File: src/hdl/ipft_pkg.sv
// Shared types and constants for the IP flow tuple extractor.
// No dependencies; every other file refers to this package by scoped names.
package ipft_pkg;

  // IP version nibbles
  localparam logic [3:0] VER4 = 4'd4;
  localparam logic [3:0] VER6 = 4'd6;

  // Protocol / next header numbers
  localparam logic [7:0] PROTO_ICMP = 8'd1;
  localparam logic [7:0] PROTO_TCP  = 8'd6;
  localparam logic [7:0] PROTO_UDP  = 8'd17;

  // Protocol kind codes in the flow record
  localparam logic [1:0] KIND_TCP  = 2'd0;
  localparam logic [1:0] KIND_UDP  = 2'd1;
  localparam logic [1:0] KIND_ICMP = 2'd2;

  // Header byte offsets
  localparam logic [15:0] OFF_V4_PROTO = 16'd9;
  localparam logic [15:0] OFF_V6_NEXT  = 16'd6;
  localparam logic [5:0]  V6_PORT_BASE = 6'd40;
  localparam logic [15:0] COUNT_MAX    = 16'hFFFF;

  // One packet byte as it travels from the input register to the parser
  typedef struct packed {
    logic [7:0]  byte_value;
    logic        last_byte;
    logic [63:0] arrival_time;
  } byte_item_t;

  // One flow record
  typedef struct packed {
    logic        record_valid;
    logic [2:0]  ip_version;
    logic [1:0]  protocol_kind;
    logic [63:0] source_addr_high;
    logic [63:0] source_addr_low;
    logic [63:0] dest_addr_high;
    logic [63:0] dest_addr_low;
    logic [15:0] source_port;
    logic [15:0] dest_port;
    logic [15:0] packet_length;
    logic [63:0] packet_time;
  } flow_record_t;

endpackage

File: src/hdl/ipft_in_reg.sv
// Input register for packet bytes: holds one accepted item for the parser.
// Depends on ipft_pkg (byte_item_t).
module ipft_in_reg (
  input  logic                  clk,
  input  logic                  rst,
  input  logic                  in_valid,
  output logic                  in_ready,
  input  ipft_pkg::byte_item_t  in_item,
  output logic                  item_valid,
  output ipft_pkg::byte_item_t  item,
  input  logic                  item_take
);

  // accept when empty or when the held item moves on this cycle
  assign in_ready = !item_valid || item_take;

  // hold valid flag
  always_ff @(posedge clk) begin
    if (rst) begin
      item_valid <= 1'b0;
    end else if (in_ready) begin
      item_valid <= in_valid;
    end
  end

  // capture payload
  always_ff @(posedge clk) begin
    if (in_valid && in_ready) begin
      item <= in_item;
    end
  end

endmodule

File: src/hdl/ipft_parser.sv
// Header parser: per-packet capture state, offset-selected byte capture and
// flow record assembly. Depends on ipft_pkg.
module ipft_parser (
  input  logic                    clk,
  input  logic                    rst,
  input  logic                    item_valid,
  input  ipft_pkg::byte_item_t    item,
  input  logic                    rec_free,
  output logic                    item_take,
  output logic                    rec_load,
  output ipft_pkg::flow_record_t  record
);

  // capture state
  logic [15:0] byte_count;
  logic [3:0]  version_nibble;
  logic [3:0]  header_words;
  logic [7:0]  proto_number;
  logic [63:0] src_hi;
  logic [63:0] src_lo;
  logic [63:0] dst_hi;
  logic [63:0] dst_lo;
  logic [15:0] sport;
  logic [15:0] dport;
  logic [63:0] pkt_time;

  logic [15:0] byte_count_next;
  logic [3:0]  version_next;
  logic [3:0]  header_words_next;
  logic [7:0]  proto_next;
  logic [63:0] src_hi_next;
  logic [63:0] src_lo_next;
  logic [63:0] dst_hi_next;
  logic [63:0] dst_lo_next;
  logic [15:0] sport_next;
  logic [15:0] dport_next;
  logic [63:0] pkt_time_next;

  logic [15:0] off;
  logic [7:0]  b;
  logic        first;
  logic        is_v4;
  logic        is_v6;
  logic [5:0]  port_base;
  logic [15:0] port_diff;
  logic        port_hit;
  logic        valid;
  logic [1:0]  kind;

  // a last byte needs the record slot; other bytes always move on
  assign item_take = item_valid && (!item.last_byte || rec_free);
  assign rec_load  = item_take && item.last_byte;

  assign off   = byte_count;
  assign b     = item.byte_value;
  assign first = (byte_count == 16'd0);

  // first byte restarts the capture state
  always_comb begin
    version_next      = first ? b[7:4] : version_nibble;
    header_words_next = first ? b[3:0] : header_words;
    pkt_time_next     = first ? item.arrival_time : pkt_time;
  end

  assign is_v4 = (version_next == ipft_pkg::VER4);
  assign is_v6 = (version_next == ipft_pkg::VER6);

  // protocol / next header
  always_comb begin
    proto_next = first ? 8'd0 : proto_number;
    if ((is_v4 && off == ipft_pkg::OFF_V4_PROTO) || (is_v6 && off == ipft_pkg::OFF_V6_NEXT)) begin
      proto_next = b;
    end
  end

  // address byte lanes, big-endian
  always_comb begin
    src_hi_next = first ? 64'd0 : src_hi;
    src_lo_next = first ? 64'd0 : src_lo;
    dst_hi_next = first ? 64'd0 : dst_hi;
    dst_lo_next = first ? 64'd0 : dst_lo;
    for (int k = 0; k < 8; k++) begin
      if (is_v6 && off == 16'(15 - k)) begin
        src_hi_next[k*8 +: 8] = b;
      end
      if ((is_v6 && off == 16'(23 - k)) || (is_v4 && k < 4 && off == 16'(15 - k))) begin
        src_lo_next[k*8 +: 8] = b;
      end
      if (is_v6 && off == 16'(31 - k)) begin
        dst_hi_next[k*8 +: 8] = b;
      end
      if ((is_v6 && off == 16'(39 - k)) || (is_v4 && k < 4 && off == 16'(19 - k))) begin
        dst_lo_next[k*8 +: 8] = b;
      end
    end
  end

  // ports at IHL*4 for IPv4, fixed offset for IPv6
  assign port_base = is_v4 ? {header_words_next, 2'b00} : ipft_pkg::V6_PORT_BASE;
  assign port_diff = off - {10'd0, port_base};
  assign port_hit  = (is_v4 || is_v6) && (off >= {10'd0, port_base})
                     && (port_diff[15:2] == 14'd0);

  always_comb begin
    sport_next = first ? 16'd0 : sport;
    dport_next = first ? 16'd0 : dport;
    if (port_hit) begin
      case (port_diff[1:0])
        2'd0:    sport_next[15:8] = b;
        2'd1:    sport_next[7:0]  = b;
        2'd2:    dport_next[15:8] = b;
        default: dport_next[7:0]  = b;
      endcase
    end
  end

  // saturating byte counter
  assign byte_count_next = (off == ipft_pkg::COUNT_MAX) ? off : off + 16'd1;

  // classify packet
  always_comb begin
    valid = 1'b0;
    kind  = ipft_pkg::KIND_TCP;
    if (proto_next == ipft_pkg::PROTO_TCP && (is_v4 || is_v6)) begin
      valid = 1'b1;
      kind  = ipft_pkg::KIND_TCP;
    end else if (proto_next == ipft_pkg::PROTO_UDP && (is_v4 || is_v6)) begin
      valid = 1'b1;
      kind  = ipft_pkg::KIND_UDP;
    end else if (proto_next == ipft_pkg::PROTO_ICMP && is_v4) begin
      valid = 1'b1;
      kind  = ipft_pkg::KIND_ICMP;
    end
  end

  // assemble record, all zero when unsupported
  always_comb begin
    record = '0;
    if (valid) begin
      record.record_valid     = 1'b1;
      record.ip_version       = version_next[2:0];
      record.protocol_kind    = kind;
      record.source_addr_high = src_hi_next;
      record.source_addr_low  = src_lo_next;
      record.dest_addr_high   = dst_hi_next;
      record.dest_addr_low    = dst_lo_next;
      record.source_port      = (kind == ipft_pkg::KIND_ICMP) ? 16'd0 : sport_next;
      record.dest_port        = (kind == ipft_pkg::KIND_ICMP) ? 16'd0 : dport_next;
      record.packet_length    = byte_count_next;
      record.packet_time      = pkt_time_next;
    end
  end

  // advance byte counter, restart after the last byte
  always_ff @(posedge clk) begin
    if (rst) begin
      byte_count <= 16'd0;
    end else if (item_take) begin
      byte_count <= item.last_byte ? 16'd0 : byte_count_next;
    end
  end

  // capture fields; a zero count overrides them on the next packet
  always_ff @(posedge clk) begin
    if (item_take) begin
      version_nibble <= version_next;
      header_words   <= header_words_next;
      proto_number   <= proto_next;
      src_hi         <= src_hi_next;
      src_lo         <= src_lo_next;
      dst_hi         <= dst_hi_next;
      dst_lo         <= dst_lo_next;
      sport          <= sport_next;
      dport          <= dport_next;
      pkt_time       <= pkt_time_next;
    end
  end

endmodule

File: src/hdl/ipft_out_reg.sv
// Output register for flow records with valid/ready handshake.
// Depends on ipft_pkg (flow_record_t).
module ipft_out_reg (
  input  logic                    clk,
  input  logic                    rst,
  input  logic                    rec_load,
  input  ipft_pkg::flow_record_t  rec_in,
  output logic                    rec_free,
  output logic                    out_valid,
  input  logic                    out_ready,
  output ipft_pkg::flow_record_t  rec_out
);

  // slot frees when empty or drained this cycle
  assign rec_free = !out_valid || out_ready;

  // hold valid until the item is taken
  always_ff @(posedge clk) begin
    if (rst) begin
      out_valid <= 1'b0;
    end else if (rec_load) begin
      out_valid <= 1'b1;
    end else if (out_ready) begin
      out_valid <= 1'b0;
    end
  end

  // load payload
  always_ff @(posedge clk) begin
    if (rec_load) begin
      rec_out <= rec_in;
    end
  end

endmodule

File: src/hdl/ip_flow_tuple_extractor.sv
// IP flow tuple extractor: one packet byte per cycle in, one flow record per packet out.
// The last byte passes the input register; its record then loads the output register and raises out_valid.
// Throughput: 1 byte per cycle; a last byte waits only while the previous record is unread.
// Reset clears the byte counter and both valid flags; capture registers reload on first byte.
// Uses ipft_pkg, ipft_in_reg, ipft_parser and ipft_out_reg.
module ip_flow_tuple_extractor (
  input  logic        clk,
  input  logic        rst,
  input  logic        in_valid,
  output logic        in_ready,
  input  logic [7:0]  byte_value,
  input  logic        last_byte,
  input  logic [63:0] arrival_time,
  output logic        out_valid,
  input  logic        out_ready,
  output logic        record_valid,
  output logic [2:0]  ip_version,
  output logic [1:0]  protocol_kind,
  output logic [63:0] source_addr_high,
  output logic [63:0] source_addr_low,
  output logic [63:0] dest_addr_high,
  output logic [63:0] dest_addr_low,
  output logic [15:0] source_port,
  output logic [15:0] dest_port,
  output logic [15:0] packet_length,
  output logic [63:0] packet_time
);

  ipft_pkg::byte_item_t   in_item;
  ipft_pkg::byte_item_t   item;
  ipft_pkg::flow_record_t record;
  ipft_pkg::flow_record_t rec_out;
  logic                   item_valid;
  logic                   item_take;
  logic                   rec_load;
  logic                   rec_free;

  // pack input fields
  always_comb begin
    in_item.byte_value   = byte_value;
    in_item.last_byte    = last_byte;
    in_item.arrival_time = arrival_time;
  end

  ipft_in_reg u_in_reg (
    .clk        (clk),
    .rst        (rst),
    .in_valid   (in_valid),
    .in_ready   (in_ready),
    .in_item    (in_item),
    .item_valid (item_valid),
    .item       (item),
    .item_take  (item_take)
  );

  ipft_parser u_parser (
    .clk        (clk),
    .rst        (rst),
    .item_valid (item_valid),
    .item       (item),
    .rec_free   (rec_free),
    .item_take  (item_take),
    .rec_load   (rec_load),
    .record     (record)
  );

  ipft_out_reg u_out_reg (
    .clk       (clk),
    .rst       (rst),
    .rec_load  (rec_load),
    .rec_in    (record),
    .rec_free  (rec_free),
    .out_valid (out_valid),
    .out_ready (out_ready),
    .rec_out   (rec_out)
  );

  // unpack record fields
  assign record_valid     = rec_out.record_valid;
  assign ip_version       = rec_out.ip_version;
  assign protocol_kind    = rec_out.protocol_kind;
  assign source_addr_high = rec_out.source_addr_high;
  assign source_addr_low  = rec_out.source_addr_low;
  assign dest_addr_high   = rec_out.dest_addr_high;
  assign dest_addr_low    = rec_out.dest_addr_low;
  assign source_port      = rec_out.source_port;
  assign dest_port        = rec_out.dest_port;
  assign packet_length    = rec_out.packet_length;
  assign packet_time      = rec_out.packet_time;

endmodule

File: config.mk
export PLATFORM = sky130hd
export DESIGN_NAME = ip_flow_tuple_extractor
export DESIGN_NICKNAME = d
export VERILOG_FILES = /design/src/hdl/ipft_pkg.sv /design/src/hdl/ipft_in_reg.sv /design/src/hdl/ipft_parser.sv /design/src/hdl/ipft_out_reg.sv /design/src/hdl/ip_flow_tuple_extractor.sv
export SDC_FILE = /design/constraint.sdc
export NUM_CORES = 1
export LEC_CHECK = 0
export ABC_AREA = 1
export ABC_CLOCK_PERIOD_IN_PS = 23500
export BUFFER_PORTS_ARGS = -buffer_cell sky130_fd_sc_hd__buf_4
export CAP_MARGIN = 0
export CORE_ASPECT_RATIO = 1.75
export CORE_MARGIN = 1.5
export CORE_UTILIZATION = 40
export CTS_CLUSTER_DIAMETER = 80
export CTS_CLUSTER_SIZE = 20
export DETAILED_ROUTE_END_ITERATION = 8
export MAX_ROUTING_LAYER = met4
export SLEW_MARGIN = 0
export SYNTH_ARGS = -nofsm -noshare
export SYNTH_HDL_FRONTEND = slang
export SYNTH_SLANG_ARGS = --single-unit
File: constraint.sdc
create_clock -name clk -period 23.5 [get_ports clk]
set_clock_uncertainty 0.1 [all_clocks]
set_input_delay 3.525 -clock clk [delete_from_list [all_inputs] [get_ports clk]]
set_output_delay 3.525 -clock clk [all_outputs]
set_load 0.005 [all_outputs]
==> run metrics, run 1 <==
# fillers 8113; Die ar. 89900 um2; Via Count 22.3k; pwr/cell area 66.4 nW/um2; placed insts 4317; largest net degree at the start of global routing 166; area grow syn2layout 15.6%; Max Root-Sink Buffers 3; Layout Cells excl Fill 4396; first-pass GRT wire length 136000 um; IO Pins 453; Post-synth EDFFs 815; RSZ-0062 raised after global routing false; total power 0.00270 W; dpl cell area 39300 um2; post-route ant nets 0; Iteration-0 DRC Markers 1698; CTS tree done; postcts setup bufs 0; Fin. Hold Viols 0; Tot GR Track Use 20.6%; CP Class in2out; post-cts gate resize count 0; commonest non-fill, non-tap cell in the layout edfxtp_1; residual DRC count 0; setup violators final 0; clk_lat worst skew 0.62 ns; register area share after synthesis 70.5%; Max VDD drop 0.0782 mV; DR vias/cell 5.07; Worst setup EP type output pin; CTS buffer count 48; hold-fix buffers at CTS 0; Achievable Freq 0.131 GHz; Nets 3292; wire length per cell 20.7 um; max cap viols 0; IO buf count 452; Hold Crit Class reg2reg; H-tree levels 2; Sink Count 833; most frequent cells in the layout edfxtp_1 (815), buf_4 (477), inv_1 (421); Synth Net Count 2962; layout cells sized above 1 24.5%; Die W 227 um; LEAKAGE 13.3 nW; Core Footprint 87000 um2; vias in the first global route 21.5k; fin crit share 32.5%; Yosys cell types 36; minimum clock period 7.64 ns; Final Cell Area 40700 um2; grt total ovfl 0; Worst Tran Pin Value 1.31 ns; critical path fanouts, max 3; Starting Density 40.5%; Critical Path RT 19.88 ns; CTS Root Cell clkbuf_16; Placer Congestion 0.874; row cnt 143; hold_ws 0.402 ns; yosys warns 0; hpwl dp 55200 um; status complete, no violations; top_reg_cell synth edfxtp_1; asr flop ratio synth 0%; max_slew headroom 12.5%; Yosys reg bits 833; TNS Setup 0 ns; DIE HEIGHT 395 um; gate count after technology mapping 2877; synthesized area per cell 12.2 um2; drt pass-1 iters 5; WP data arrival 4.02 ns; CP Launch Type input port; initial antenna violation count 6; Final Max Slew Viols 0; synthesized area 35200 um2; final WL 91000 um; Clock Pin Slew Worst Setup and Hold Paths 0.08 ns
[critical path, cell delays in order]
cell     delay [ns]
buf_4          0.11
inv_1          0.08
nand4_1        0.14
buf_4          0.17
[cell type report]
type	count	area (um2)	area share (%)
Sequential cell	833	24800	61.0
Multi-Input combinational cell	1409	7770	19.1
Timing Repair Buffer	479	3620	8.90
Inverter	436	1650	4.06
Tap cell	1160	1450	3.57
Clock buffer	68	1310	3.21
Clock inverter	5	50.0	0.123
Antenna cell	6	15.0	0.0369
[synth_stat cells (24+ instances only)]
cell / n / area (um2)
edfxtp_1: 815 / 24500
inv_1: 429 / 1610
o21ai_0: 362 / 1810
nand3_1: 324 / 1620
a21oi_1: 207 / 1040
a21oi_2: 154 / 1350
nand2_1: 123 / 462
clkbuf_1: 91 / 342
nor2_1: 75 / 282
or2_2: 65 / 407
buf_2: 53 / 265
buf_1: 27 / 101
buf_6: 24 / 270
nor3_1: 24 / 120
[stage by stage]
stage | setup slack, ns | utilization (%)
2_1_floorplan | 4.15 | -
3_3_place_gp | 15.26 | 45.2
3_5_place_dp | 15.24 | 45.2
4_1_cts | 15.86 | 46.8
5_1_grt | 15.62 | 46.8
6_report | 15.86 | 46.8
[metal layers]
| layer | share of wire, % | track usage, % | up-vias |
|---|---|---|---|
| met5 | 0 | - | - |
| met4 | 2.6 | 5.83 | 0 |
| met3 | 6.2 | 3.76 | 103 |
| met2 | 49 | 33.3 | 712 |
| met1 | 42 | 26.4 | 10800 |
| li1 | - | - | 10700 |
[power by group]
group / switching [W] / internal (W) / leakage, nW
registers: 0.0000163 / 0.00168 / 7.90
logic: 0.0000972 / 0.0000451 / 4.76
clock network: 0.000475 / 0.000390 / 0.658
total: 0.000589 / 0.00211 / 13.3
[state kept, by name, summed over array words and instances, names as in the netlist]
| register | flops |
|---|---|
| u_parser.sport | 16 |
| u_parser.dport | 16 |
| u_out_reg.rec_out | 374 |
| u_parser.src_lo | 64 |
| u_parser.dst_hi | 64 |
| u_parser.proto_number | 8 |
| u_parser.byte_count | 16 |
| u_parser.src_hi | 64 |
| u_in_reg.item | 73 |
| u_in_reg.item_valid | 1 |
| u_parser.dst_lo | 64 |
| u_parser.pkt_time | 64 |
| u_parser.version_nibble | 4 |
| u_out_reg.out_valid | 1 |
| u_parser.header_words | 4 |
[cell families (layout without fill, tap and decap cells)]
| family | Yosys count | after routing | share of synthesized area (%) |
|---|---|---|---|
| DFF | 833 | 833 | 70.5 |
| AOI/OAI and AO/OA | 732 | 732 | 12.1 |
| and+or+nand+nor | 657 | 657 | 9.31 |
| buffers and inverters | 635 | 988 | 7.51 |
| xor gates and xnor gates | 11 | 11 | 0.274 |
| adders and majority gates | 8 | 8 | 0.284 |
| other | 1 | 7 | 0.0106 |
[final timing paths]
kind,from,end,slack [ns],cells past startpoint
worst max-delay path,out_ready,in_ready,15.86,4
worst min-delay path,u_parser.byte_count[8],u_parser.byte_count[8],0.40,2
worst max register to register,u_parser.byte_count[0],u_out_reg.rec_out[174],16.88,17
worst min register to register,u_parser.byte_count[8],u_parser.byte_count[8],0.40,2
Power figures use the tool's default switching activity.
==> run 2, diff against run 1 <==
--- a/config.mk
+++ b/config.mk
@@ -6,7 +6,7 @@
 export NUM_CORES = 1
 export LEC_CHECK = 0
 export ABC_AREA = 1
-export ABC_CLOCK_PERIOD_IN_PS = 23500
+export ABC_CLOCK_PERIOD_IN_PS = 7550
 export BUFFER_PORTS_ARGS = -buffer_cell sky130_fd_sc_hd__buf_4
 export CAP_MARGIN = 0
 export CORE_ASPECT_RATIO = 1.75
==> constraint.sdc (replaced) <==
create_clock -name clk -period 7.55 [get_ports clk]
set_clock_uncertainty 0.1 [all_clocks]
set_input_delay 1.1325 -clock clk [delete_from_list [all_inputs] [get_ports clk]]
set_output_delay 1.1325 -clock clk [all_outputs]
set_load 0.005 [all_outputs]
==> run metrics, run 2 (same netlist as run 1, synthesis figures left out) <==
clk_lat worst skew 0.64 ns; H-tree levels 2; hpwl dp 56800 um; Gate power share 5.4%; Final Max Slew Viols 0; Final Cell Area 40900 um2; status complete, no violations; wire length per cell 21.2 um; Placer Congestion 0.871; Hold Crit Class reg2reg; residual DRC count 0; final WL 93400 um; setup violators final 0; Core Footprint 87000 um2; initial antenna violation count 3; Critical Path RT 7.83 ns; critical path fanouts, max 112; Die W 227 um; CTS buffer count 48; IO Pins 453; IO buf count 452; Die ar. 89900 um2; Largest Register u_out_reg.rec_out; clock power share 32.2%; layout cells sized above 1 24.7%; dpl cell area 39500 um2; LEAKAGE 13.4 nW; WP data arrival 5.69 ns; max reg flops 374; area grow syn2layout 16.1%; Iteration-0 DRC Markers 1760; drt pass-1 iters 5; Worst setup EP type flip-flop; Max Root-Sink Buffers 3; pwr/cell area 207 nW/um2; Achievable Freq 0.185 GHz; hold-fix buffers at CTS 0; Psw 0.00188 W; vias in the first global route 22.0k; switch share 22.2%; post-cts gate resize count 0; DR vias/cell 5.11; sequential share of power 62.4%; largest net degree at the start of global routing 157; grt total ovfl 0; Via Count 22.5k; Sink Count 833; RSZ-0062 raised after global routing false; DIE HEIGHT 395 um; post-route ant nets 0; Starting Density 40.5%; max_slew headroom 21.5%; Tot GR Track Use 21.1%; CTS tree done; CP Launch Type flip-flop; # fillers 8049; most frequent cells in the layout edfxtp_1 (815), buf_4 (474), inv_1 (419); max cap viols 0; Clock Pin Slew Worst Setup and Hold Paths 0.09 ns; CP Class reg2reg; Layout Cells excl Fill 4400; minimum clock period 5.41 ns; Max VDD drop 0.200 mV; postcts setup bufs 0; first-pass GRT wire length 139000 um; row cnt 143; largest registers u_out_reg.rec_out: 374 flops, u_in_reg.item: 73 flops; fin crit share 71.7%; CTS Root Cell clkbuf_16; placed insts 4324; commonest non-fill, non-tap cell in the layout edfxtp_1; Fin. Hold Viols 0; internal cell power 0.00658 W; TNS Setup 0 ns; Worst Tran Pin Value 1.18 ns; Nets 3299
==> run 2: final cells by class <==
class,instances,area (um2),area share (%)
antenna,3,7.51,0.0184
clock buffer,69,1300,3.18
clock inverter,4,50.0,0.122
inverter,436,1660,4.05
multi-input combinational,1409,7790,19.0
sequential,833,24800,60.7
tap,1160,1450,3.55
timing repair buffer,486,3800,9.29
==> run 2: final timing paths <==
check / start / slack (ns) / cells after the start / to
max reg2reg: u_parser.byte_count[10] / 2.14 / 24 / u_out_reg.rec_out[85]
min: u_parser.byte_count[8] / 0.40 / 2 / u_parser.byte_count[8]
min reg2reg: u_parser.byte_count[8] / 0.40 / 2 / u_parser.byte_count[8]
max: u_parser.byte_count[10] / 2.14 / 24 / u_out_reg.rec_out[85]
==> run 2: stage by stage <==
step           util, %  power (W)  worst slack, ns  hold slack [ns]
2_1_floorplan        -    0.00563            -5.59            0.371
3_3_place_gp      45.5    0.00584             2.30            0.387
3_5_place_dp      45.5    0.00585             2.14            0.389
4_1_cts           47.0    0.00855             2.15            0.403
5_1_grt           47.0    0.00872             1.44            0.435
6_report          47.0    0.00845             2.14            0.404
==> run 2: power by group through the flow <==
stage / clock (W) / combinational (W) / sequential, W
2_1_floorplan: 0 / 0.000227 / 0.00541
3_3_place_gp: 0 / 0.000455 / 0.00538
3_5_place_dp: 0 / 0.000461 / 0.00539
4_1_cts: 0.00281 / 0.000462 / 0.00528
5_1_grt: 0.00292 / 0.000501 / 0.00529
6_report: 0.00272 / 0.000453 / 0.00528
==> run 2: routing by layer <==
metal / GRT usage [%] / vias to the layer above / routed length [um]
met3: 4.81 / 136 / 6390
met4: 6.62 / 0 / 2860
met1: 26.3 / 10900 / 38800
met5: - / - / 0
li1: - / 10700 / -
met2: 34.0 / 723 / 45400
==> run 2: worst max-delay path: stages (launching register included) <==
cell,delay [ns]
dfxtp_1,0.36
nor2_1,0.17
nand2_1,0.11
nor2_4,0.51
nand2_8,0.60
nand2_1,0.23
nand2_1,0.13
nor2_4,0.19
nand2_1,0.28
nor2_1,0.18
ha_1,0.26
inv_1,0.06
nor2_1,0.03
nor2_1,0.15
inv_1,0.06
a21oi_1,0.21
o211ai_1,0.13
o21ai_0,0.09
nand4_1,0.09
nor2_1,0.24
nand3_1,0.48
nand3_1,0.20
o21ai_0,0.14
inv_1,0.10
nor2_1,0.04
==> run 3, diff against run 2 <==
--- a/config.mk
+++ b/config.mk
@@ -6,7 +6,7 @@
 export NUM_CORES = 1
 export LEC_CHECK = 0
 export ABC_AREA = 1
-export ABC_CLOCK_PERIOD_IN_PS = 7550
+export ABC_CLOCK_PERIOD_IN_PS = 4850
 export BUFFER_PORTS_ARGS = -buffer_cell sky130_fd_sc_hd__buf_4
 export CAP_MARGIN = 0
 export CORE_ASPECT_RATIO = 1.75
==> constraint.sdc (replaced) <==
create_clock -name clk -period 4.85 [get_ports clk]
set_clock_uncertainty 0.1 [all_clocks]
set_input_delay 0.7275 -clock clk [delete_from_list [all_inputs] [get_ports clk]]
set_output_delay 0.7275 -clock clk [all_outputs]
set_load 0.005 [all_outputs]
==> run metrics, run 3 (same netlist as run 1, synthesis figures left out) <==
hold-fix buffers at CTS 0; DP Worst Slack -0.000900 ns; Largest Register u_out_reg.rec_out; Die W 227 um; R2R depth 17; DR vias/cell 5.10; Hold Path Stages 1; largest net degree at the start of global routing 184; pwr/cell area 319 nW/um2; commonest non-fill, non-tap cell in the layout edfxtp_1; grt total ovfl 0; Worst Tran Pin Value 1.22 ns; clk_lat worst skew 0.62 ns; R2R Path End u_out_reg.rec_out[113]; hold path startpoint arrival_time[53]; row cnt 143; Tot GR Track Use 21.3%; IO buf count 452; largest registers u_out_reg.rec_out: 374 flops, u_in_reg.item: 73 flops; WP data arrival 4.80 ns; status complete, no violations; CTS buffer count 48; Worst setup EP type flip-flop; CTS tree done; first-pass GRT wire length 140000 um; wire length per cell 21.4 um; IO Pins 453; max cap viols 0; DIE HEIGHT 395 um; # fillers 7974; CP Launch Type flip-flop; Sink Count 833; H-tree levels 2; CTS Root Cell clkbuf_16; setup violators final 0; hpwl dp 58200 um; Die ar. 89900 um2; critical path fanouts, max 90; Fin. Hold Viols 0; max reg flops 374; Hold Crit Class in2reg; FF-to-FF Start u_parser.byte_count[0]; TNS Setup 0 ns; Core Footprint 87000 um2; vias in the first global route 22.1k; Clock Pin Slew Worst Setup and Hold Paths 0.09 ns; drt pass-1 iters 5; Worst Slack Setup Final 0.420 ns; Critical Path RT 5.22 ns; post-route ant nets 0; Via Count 22.5k; Hold EP u_in_reg.item[53]; Iteration-0 DRC Markers 1858; dpl cell area 39700 um2; Achievable Freq 0.226 GHz; area grow syn2layout 16.8%; fin util 47.3%; Max VDD drop 0.277 mV; Nets 3320; R2R setup slack 0.42 ns; Final Cell Area 41100 um2; Max Root-Sink Buffers 3; residual DRC count 0; Placer Congestion 0.864; final WL 94600 um; Starting Density 40.5%; CP Class reg2reg; max_slew headroom 19.0%; LEAKAGE 13.5 nW; fin crit share 91.3%; layout cells sized above 1 25.3%; minimum clock period 4.43 ns; initial antenna violation count 3; Final Max Slew Viols 0; most frequent cells in the layout edfxtp_1 (815), buf_4 (491), inv_1 (419)
## run 3: worst max-delay path: stages, from the launching register on
cell and delay (ns):
dfxtp_1 0.45, inv_1 0.12, ha_1 0.26, nand2_4 0.10, nor2_4 0.06, nand2_8 0.16, buf_4 0.80, clkinv_1 0.31
nor2_1 0.15, nand3_1 0.10, nand2_2 0.11, inv_2 0.04, nor2_2 0.08, nand2_2 0.08, nor2_2 0.19, nand2_8 0.38
buf_12 0.38, a21oi_2 0.23
## run 3: layer usage
layer,track usage [%],vias up,part of all wire [%]
met3,4.15,109,6.4
met2,35.6,685,51
met4,5.42,0,2.3
li1,-,10800,-
met5,-,-,0
met1,26.4,11000,41
## run 3: layout make-up
cell class | count | area (um2) | area share [%]
Tap cell | 1160 | 1450 | 3.53
Sequential cell | 833 | 24800 | 60.4
Inverter | 436 | 1660 | 4.03
Clock inverter | 5 | 46.3 | 0.113
Multi-Input combinational cell | 1410 | 7850 | 19.1
Antenna cell | 2 | 5.00 | 0.0122
Timing Repair Buffer | 506 | 3990 | 9.69
Clock buffer | 69 | 1300 | 3.16
## run 3: per-stage QoR
stage,hold WS (ns),power (W),std cells
after floorplan,0.371,0.00877,2877
after global placement,0.394,0.00909,4340
after detailed placement,0.402,0.00911,4340
after CTS,0.129,0.0133,4414
after global routing,0.129,0.0136,4421
final,0.175,0.0131,4421
## run 3: where the power goes
group	internal [W]	leakage (nW)	switching [W]	total (W)
registers	0.00814	7.90	0.0000778	0.00821
logic	0.000231	4.95	0.000488	0.000720
clock network	0.00188	0.652	0.00232	0.00420
total	0.0102	13.5	0.00288	0.0131
## run 3: how the worst max path moves through the flow
stage                            from                     end  slack [ns]
2_1_floorplan               out_ready    u_out_reg.rec_out[0]       -7.89
3_3_place_gp   u_parser.byte_count[0]   u_out_reg.rec_out[87]        0.19
3_5_place_dp   u_parser.byte_count[0]   u_out_reg.rec_out[85]     -0.0009
4_1_cts        u_parser.byte_count[0]   u_out_reg.rec_out[88]       -0.02
5_1_grt        u_parser.byte_count[1]  u_out_reg.rec_out[108]       -0.02
6_report       u_parser.byte_count[0]  u_out_reg.rec_out[113]        0.42
## run 3: timing repair
action / 4_1_cts / 5_1_grt
buffers inserted: 0 / 4
pin swaps: 0 / 4
setup endpoints to repair: 3 / 277
cloned: 0 / 1
gates resized for setup: 0 / 10
